File: src/hdl/grid_maze_router_defines.svh
// ---------------------------------------------------------------------------
// grid_maze_router_defines.svh
// Assertion macros used by the maze router datapath.
// ---------------------------------------------------------------------------
`ifndef GRID_MAZE_ROUTER_DEFINES_SVH
`define GRID_MAZE_ROUTER_DEFINES_SVH

// same-cycle implication, off during reset
`define GMR_ASSERT_NOW(label, clk, rst_n, ante, cons, msg) \
    label: assert property (@(posedge clk) disable iff (!rst_n) (ante) |-> (cons)) \
        else $error(msg);

// next-cycle implication, off during reset
`define GMR_ASSERT_NEXT(label, clk, rst_n, ante, cons, msg) \
    label: assert property (@(posedge clk) disable iff (!rst_n) (ante) |=> (cons)) \
        else $error(msg);

`endif

File: src/hdl/gmr_pkg.sv
// ---------------------------------------------------------------------------
// gmr_pkg
// Types, codes and control/status bundles of the maze router.
// ---------------------------------------------------------------------------
package gmr_pkg;

    localparam int COORD_W = 5;
    localparam int STEP_W  = 10;
    localparam int LEN_W   = 11;

    localparam logic [COORD_W-1:0] START_COL_RST = 5'd0;
    localparam logic [COORD_W-1:0] START_ROW_RST = 5'd0;
    localparam logic [COORD_W-1:0] GOAL_COL_RST  = 5'd31;
    localparam logic [COORD_W-1:0] GOAL_ROW_RST  = 5'd31;

    typedef enum logic [1:0] {
        CMD_MARK   = 2'd0,
        CMD_SEARCH = 2'd1,
        CMD_STEP   = 2'd2,
        CMD_CLEAR  = 2'd3
    } cmd_t;

    typedef enum logic [1:0] {
        REG_START_COL = 2'd0,
        REG_START_ROW = 2'd1,
        REG_GOAL_COL  = 2'd2,
        REG_GOAL_ROW  = 2'd3
    } cfg_reg_t;

    // neighbor visiting order
    typedef enum logic [1:0] {
        DIR_RIGHT = 2'd0,
        DIR_UP    = 2'd1,
        DIR_LEFT  = 2'd2,
        DIR_DOWN  = 2'd3
    } dir_t;

    typedef struct packed {
        logic load_item;
        logic clr_en;
        logic seed;
        logic trivial;
        logic q_read;
        logic cell_load;
        logic lab_load;
        logic dir_reset;
        logic dir_next;
        logic nb_commit;
        logic goal_hit;
        logic tr_move;
        logic tr_found;
        logic obst;
        logic step_read;
        logic out_load;
    } ctrl_t;

    typedef struct packed {
        cmd_t cmd;
        cmd_t new_cmd;
        logic clr_last;
        logic ep_bad;
        logic ep_same;
        logic q_empty;
        logic nb_valid;
        logic nb_is_goal;
        logic nb_free;
        logic dir_last;
        logic pos_zero;
        logic tr_hit;
        logic out_free;
    } stat_t;

endpackage

File: src/hdl/gmr_ctrl.sv
// ---------------------------------------------------------------------------
// gmr_ctrl
// Sequencer: command dispatch, map clears, wave expansion and trace-back.
// ---------------------------------------------------------------------------
module gmr_ctrl (
    input  logic            clk,
    input  logic            rst_n,
    input  logic            in_valid,
    output logic            in_ready,
    input  gmr_pkg::stat_t  st,
    output gmr_pkg::ctrl_t  ctl
);
    import gmr_pkg::*;

    typedef enum logic [13:0] {
        ST_BOOT  = 14'b00000000000001,
        ST_IDLE  = 14'b00000000000010,
        ST_MARK  = 14'b00000000000100,
        ST_STEP  = 14'b00000000001000,
        ST_CLR   = 14'b00000000010000,
        ST_SINIT = 14'b00000000100000,
        ST_QRD   = 14'b00000001000000,
        ST_CRD   = 14'b00000010000000,
        ST_CLAB  = 14'b00000100000000,
        ST_NB    = 14'b00001000000000,
        ST_NCHK  = 14'b00010000000000,
        ST_TNB   = 14'b00100000000000,
        ST_TCHK  = 14'b01000000000000,
        ST_DONE  = 14'b10000000000000
    } state_t;

    state_t state_reg, state_next;

    always_ff @(posedge clk or negedge rst_n)
    begin
        if (!rst_n)
        begin
            state_reg <= ST_BOOT;
        end
        else
        begin
            state_reg <= state_next;
        end
    end

    assign in_ready = (state_reg == ST_IDLE);

    always_comb
    begin
        state_next = state_reg;
        ctl        = '0;
        unique case (state_reg)
            ST_BOOT:
            begin
                ctl.clr_en = 1'b1;
                if (st.clr_last)
                begin
                    state_next = ST_IDLE;
                end
            end
            ST_IDLE:
            begin
                if (in_valid)
                begin
                    ctl.load_item = 1'b1;
                    state_next    = ST_DONE;
                end
            end
            ST_MARK:
            begin
                ctl.obst   = 1'b1;
                state_next = ST_DONE;
            end
            ST_STEP:
            begin
                ctl.step_read = 1'b1;
                state_next    = ST_DONE;
            end
            ST_CLR:
            begin
                ctl.clr_en = 1'b1;
                if (st.clr_last)
                begin
                    state_next = (st.cmd == CMD_CLEAR) ? ST_DONE : ST_SINIT;
                end
            end
            ST_SINIT:
            begin
                priority if (st.ep_bad)
                begin
                    state_next = ST_DONE;
                end
                else if (st.ep_same)
                begin
                    ctl.trivial = 1'b1;
                    state_next  = ST_DONE;
                end
                else
                begin
                    ctl.seed   = 1'b1;
                    state_next = ST_QRD;
                end
            end
            ST_QRD:
            begin
                if (st.q_empty)
                begin
                    state_next = ST_DONE;
                end
                else
                begin
                    ctl.q_read = 1'b1;
                    state_next = ST_CRD;
                end
            end
            ST_CRD:
            begin
                ctl.cell_load = 1'b1;
                state_next    = ST_CLAB;
            end
            ST_CLAB:
            begin
                ctl.lab_load  = 1'b1;
                ctl.dir_reset = 1'b1;
                state_next    = ST_NB;
            end
            ST_NB:
            begin
                priority if (!st.nb_valid)
                begin
                    if (st.dir_last)
                    begin
                        state_next = ST_QRD;
                    end
                    else
                    begin
                        ctl.dir_next = 1'b1;
                    end
                end
                else if (st.nb_is_goal)
                begin
                    ctl.goal_hit  = 1'b1;
                    ctl.dir_reset = 1'b1;
                    state_next    = ST_TNB;
                end
                else
                begin
                    state_next = ST_NCHK;
                end
            end
            ST_NCHK:
            begin
                ctl.nb_commit = st.nb_free;
                if (st.dir_last)
                begin
                    state_next = ST_QRD;
                end
                else
                begin
                    ctl.dir_next = 1'b1;
                    state_next   = ST_NB;
                end
            end
            ST_TNB:
            begin
                priority if (st.pos_zero)
                begin
                    ctl.tr_found = 1'b1;
                    state_next   = ST_DONE;
                end
                else if (!st.nb_valid)
                begin
                    if (st.dir_last)
                    begin
                        state_next = ST_DONE;
                    end
                    else
                    begin
                        ctl.dir_next = 1'b1;
                    end
                end
                else
                begin
                    state_next = ST_TCHK;
                end
            end
            ST_TCHK:
            begin
                priority if (st.tr_hit)
                begin
                    ctl.tr_move   = 1'b1;
                    ctl.dir_reset = 1'b1;
                    state_next    = ST_TNB;
                end
                else if (st.dir_last)
                begin
                    state_next = ST_DONE;
                end
                else
                begin
                    ctl.dir_next = 1'b1;
                    state_next   = ST_TNB;
                end
            end
            ST_DONE:
            begin
                if (st.out_free)
                begin
                    ctl.out_load = 1'b1;
                    state_next   = ST_IDLE;
                end
            end
            default:
            begin
                state_next = ST_IDLE;
            end
        endcase

        // dispatch on the freshly accepted word
        if (ctl.load_item)
        begin
            unique case (st.new_cmd)
                CMD_MARK:   state_next = ST_MARK;
                CMD_SEARCH: state_next = ST_CLR;
                CMD_STEP:   state_next = ST_STEP;
                CMD_CLEAR:  state_next = ST_CLR;
                default:    state_next = ST_IDLE;
            endcase
        end
    end

endmodule

File: config.mk
export PLATFORM = sky130hd
export DESIGN_NAME = gmr_ctrl
export DESIGN_NICKNAME = d
export VERILOG_FILES = /design/src/hdl/grid_maze_router_defines.svh /design/src/hdl/gmr_pkg.sv /design/src/hdl/gmr_ctrl.sv
export SDC_FILE = /design/constraint.sdc
export NUM_CORES = 1
export LEC_CHECK = 0
export BUFFER_PORTS_ARGS = -buffer_cell sky130_fd_sc_hd__buf_2
export CAP_MARGIN = 10
export CORE_ASPECT_RATIO = 1.1
export CORE_UTILIZATION = 35
export DETAILED_ROUTE_END_ITERATION = 7
export GPL_TIMING_DRIVEN = 0
export PLACE_DENSITY = 0.61
export SKIP_LAST_GASP = 1
export SYNTH_ARGS = -nofsm -noshare
export SYNTH_HDL_FRONTEND = slang
export SYNTH_SLANG_ARGS = --single-unit
File: constraint.sdc
create_clock -name clk -period 2.9 [get_ports clk]
set_clock_uncertainty 0.15 [all_clocks]
set_input_delay 0.435 -clock clk [delete_from_list [all_inputs] [get_ports clk]]
set_output_delay 0.435 -clock clk [all_outputs]
set_load 0.03 [all_outputs]
Word level (Yosys, flattened, before mapping)
Cells that the tools add are included.
{"block": "classes", "addsub": 0, "multipliers": 0, "n_div": 0, "n_lt_le_gt_ge": 0, "eq_ne": 24, "n_shift": 0, "n_mux": 49, "bitwise_logic": 0, "n_reduce_logical": 5}
{"operator": "14-bit 2-to-1 mux", "n": 16}
{"operator": "14-bit one-hot mux with 13 select lines", "n": 1}
{"operator": "14-bit one-hot mux with 3 select lines", "n": 1}
{"operator": "1-bit 2-to-1 mux", "n": 25}
{"operator": "14-bit by 1-bit == test with 1-bit output (second input constant)", "n": 1}
{"operator": "14-bit by 10-bit == test with 1-bit output (second input constant)", "n": 1}
{"operator": "14-bit by 11-bit == test with 1-bit output (second input constant)", "n": 1}
{"operator": "14-bit by 12-bit == test with 1-bit output (second input constant)", "n": 1}
{"operator": "14-bit by 13-bit == test with 1-bit output (second input constant)", "n": 1}
{"operator": "14-bit == test (second input constant)", "n": 1}
{"operator": "14-bit by 2-bit == test with 1-bit output (second input constant)", "n": 1}
{"operator": "14-bit by 3-bit == test with 1-bit output (second input constant)", "n": 1}
{"operator": "14-bit by 4-bit == test with 1-bit output (second input constant)", "n": 1}
{"operator": "14-bit by 5-bit == test with 1-bit output (second input constant)", "n": 1}
{"operator": "14-bit by 6-bit == test with 1-bit output (second input constant)", "n": 1}
{"operator": "14-bit by 7-bit == test with 1-bit output (second input constant)", "n": 1}
{"operator": "14-bit by 8-bit == test with 1-bit output (second input constant)", "n": 1}
{"operator": "14-bit by 9-bit == test with 1-bit output (second input constant)", "n": 1}
{"operator": "12-bit 2-to-1 mux", "n": 1}
{"operator": "10-bit 2-to-1 mux", "n": 1}
{"operator": "3-bit != test (second input constant)", "n": 3}
{"operator": "2-bit == test (second input constant)", "n": 3}
{"operator": "6-bit AND reduction", "n": 1}
{"operator": "2-bit OR reduction", "n": 3}
{"operator": "8 further kinds", "n": 9}
{"block": "totals", "reg_bits": 14, "latch_bits": 0, "ram_bits": 0, "romBits": 0, "inputBits": 18, "wordCells": 79, "memories": 0}

Logic depth before layout (Yosys ltp)
{"block": "depth", "depth_word": 5, "ltp_mapped": 7}

Worst setup path before layout
Ideal clock, no wire load.
{"block": "synth_timing", "path_kind": "register to output", "from": "register state_reg[5]", "to": "output port ctl[8] in the netlist's numbering", "arrival_ps": 3045, "required_ps": 2315, "path_slack_ps": -730, "stages_incl_launch_ff": 7, "path_cell_list": "dfrtp_1 > buf_6 > or4_4 > or4_1 > buf_2 > nor4_1 > nand3b_1"}
{"item": "start: declaration", "line_no": "gmr_ctrl.sv:32", "rtl": "state_t state_reg, state_next;"}
{"item": "start signal: assignment", "line_no": "gmr_ctrl.sv:42", "rtl": "state_reg <= state_next;"}
{"item": "end: declaration", "line_no": "gmr_ctrl.sv:11", "rtl": "output gmr_pkg::ctrl_t ctl"}

==> flow_summary.yaml <==
drt:
  drc: 0
  dr.pass1.iters: 5
  ant_nets: 0
  wirelength_mm: 3.13
  vias: 1246
  routedWlPerCell_um: 14.3
  routed_via_density: 5.69
  drt-initial-drc-count: 31
final_layout:
  area_growth_pct: 47.3
  largest_reg_flops: 14
  final_cell_area_um2: 1600
  nNetsFinal: 205
  final_cell_mix: "buf_2 (28), buf_4 (16), nor2_1 (13)"
  final_common_cell: "buf_2"
  stdcell_count: 219
  n_antenna_cell: 0
  drive_gt1_share_pct: 44.6
  nFillCells: 268
timing:
  worst_pin_slew_ps: 461
  fin_crit_sh_pct: 106
  relSlewSlack_pct: 69.2
  timing.fmax_mhz: 327
  whs_ps: 122
  hold_violations: 0
  fin_crit_ps: 3060
  setup_ws_ps: -160
  setup_viol: 5
  drv_slew: 0
  rsz0062_at_grt: "yes"
  fin_tns_setup_ps: -372
clocking:
  clk_latency_ps: 290
  cts_tree: "built"
  clock-sinks: 14
  cts_buffers: 3
  cts.clk_slew.worst_paths_ps: 100
  clockBufferDepth: 2
  root_buffer: "clkbuf_4"
  htreeDepth: 1
synthesis:
  ys_types: 42
  synth-compound-area-share_pct: 16.3
  synthMuxAreaShare_pct: 0.924
  synth_xor_area_share_pct: 3.23
  yosysSeqAreaShare_pct: 32.4
  ys_warn_count: 0
  synth_adder_area_share_pct: 0
  syn_inst: 134
  synth_ff_type: "dfrtp_1"
  postSynth.asyncResetShare_pct: 100
  syn_avg_cell_area_um2: 8.09
  syn_nets: 152
  yosys.area_share.simple_pct: 40.1
  synth_top_family_by_area: "simple AND/OR/NAND/NOR gates"
  synth.cell_area_um2: 1080
  synth_edf_count: 0
  synth_seq_cells: 14
setup_path:
  rrSetupSlack_ps: 300
  timing.rr.start: "state_reg[5]"
  critical_path.max_fanout: 5
  reg2reg_to: "state_reg[1]"
  cp-start-kind: "flop"
  critPathKind: "flop to output pin"
  worstPathArrival_ps: 2470
  required_ps: 2320
  worst-r2r-cell-count: 6
  end_kind: "output pin"
floorplanning:
  core_um2: 2850
  die-area_um2: 3320
  die_h_um: 60.4
  initial_utilization_pct: 38.0
  io_pins: 35
  rows: 20
  dieWidth_um: 55.1
global_routing:
  gr-usage-met3_pct: 1.75
  grt_pass1_vias: 1043
  grt_overflow: 0
  grt_first_pass_wirelength_mm: 4.48
  grt_use_met2_pct: 32.2
  met1_usage_pct: 23.6
  grt.total_usage_pct: 19.0
  grt_start_max_net_pins: 15
  antenna_found_initial: 0
  grt.busiest_layer: "met2"
worst_hold_path:
  hold_end: "state_reg[0]"
  holdCritStartpoint: "st[10]"
  min_path_cells: 2
  hold_class: "input pin to flop"
run_status:
  violations: "negative setup slack"
  status: "finished, violations left"
pwr:
  peakVddDrop_v: 0.000420
  p_per_area_nw_per_um2: 626
  leakagePower_uw: 0.000756
placement:
  io_buffers: 34
  place_area_um2: 1350
  dp_slack_ps: -110
  gp_congestion: 0.943
  dp_cells: 201
  hpwl_mm: 2.20
job:
  maxCapViolCount: 0
==> metal layers <==
metal / part of all wire [%] / up-vias
li1: - / 611
met1: 44 / 596
met2: 51 / 33
met3: 3.3 / 6
met4: 2.0 / 0
met5: 0 / -
==> synth_stat cells, types with 3 or more instances <==
cell type   n  area, µm²
nand3_1     6       30.0
or4_1       6       45.0
clkbuf_1    4       15.0
o21ai_0     8       40.0
nor4b_1     4       35.0
inv_1      12       45.0
xor2_1      3       26.3
nand3b_1    4       30.0
a21oi_1     4       20.0
nor4_1      4       25.0
nand2_1     6       22.5
nor3b_1     4       30.0
dfrtp_1    13        325
nor2_1     13       48.8
nor3_1      9       45.0
==> how the worst max path moves through the flow <==
stage	start	to	slack (ps)	depth (start not counted)
after floorplan	state_reg[5]	ctl[8]	-30	6
after global placement	state_reg[5]	ctl[7]	-90	8
after detailed placement	state_reg[5]	ctl[8]	-110	8
after CTS	state_reg[5]	ctl[8]	-230	6
after global routing	state_reg[5]	ctl[7]	-190	6
final	state_reg[5]	ctl[7]	-160	6
==> worst max-delay path, stage by stage, from the launching register on <==
cell      delay, ps
dfrtp_2         410
or4_4           520
or4_4           460
and4bb_4        400
a221oi_2         70
o21ai_2         160
buf_6           150
==> what timing repair did <==
item | 4_1_cts | 5_1_grt
setup buffers | 5 | 10
endpoints found under the setup margin | 12 | 14
pin swaps | 5 | 11
gates resized for setup | 17 | 13
hold buffers | 1 | 0
endpoints found under the hold margin | 13 | 0
==> per-stage QoR <==
stage | util [%] | power, µW
6_report | 56.0 | 1000
5_1_grt | 56.0 | 1060
4_1_cts | 51.7 | 916
3_5_place_dp | 47.3 | 734
3_3_place_gp | 47.3 | 728
2_1_floorplan | - | 617
==> layout make-up <==
class / instances / area, µm² / share of cell area, %
flip-flops and latches: 14 / 359 / 22.5
well taps: 33 / 41.3 / 2.59
clock buffers: 4 / 36.3 / 2.27
multi-input cells: 102 / 773 / 48.4
plain buffers: 4 / 15.0 / 0.940
repair buffers: 50 / 327 / 20.5
inverters: 12 / 45.0 / 2.82
==> power breakdown <==
part / switching, µW / internal [µW] / total, µW / leakage, µW
logic: 325 / 271 / 596 / 0.000556
clock network: 73.5 / 76.6 / 150 / 0.0000210
registers: 34.2 / 220 / 254 / 0.000179
total: 433 / 567 / 1000 / 0.000756
==> cells by family (layout without fill, tap and decap cells) <==
logic type             after synthesis  count (layout)
flip-flops                          14              14
buffers and inverters               18              70
XOR/XNOR                             4               4
AO/OA/AOI/OAI                       26              26
AND/OR/NAND/NOR                     71              71
multiplexers                         1               1
Power figures use the tool's default switching activity.
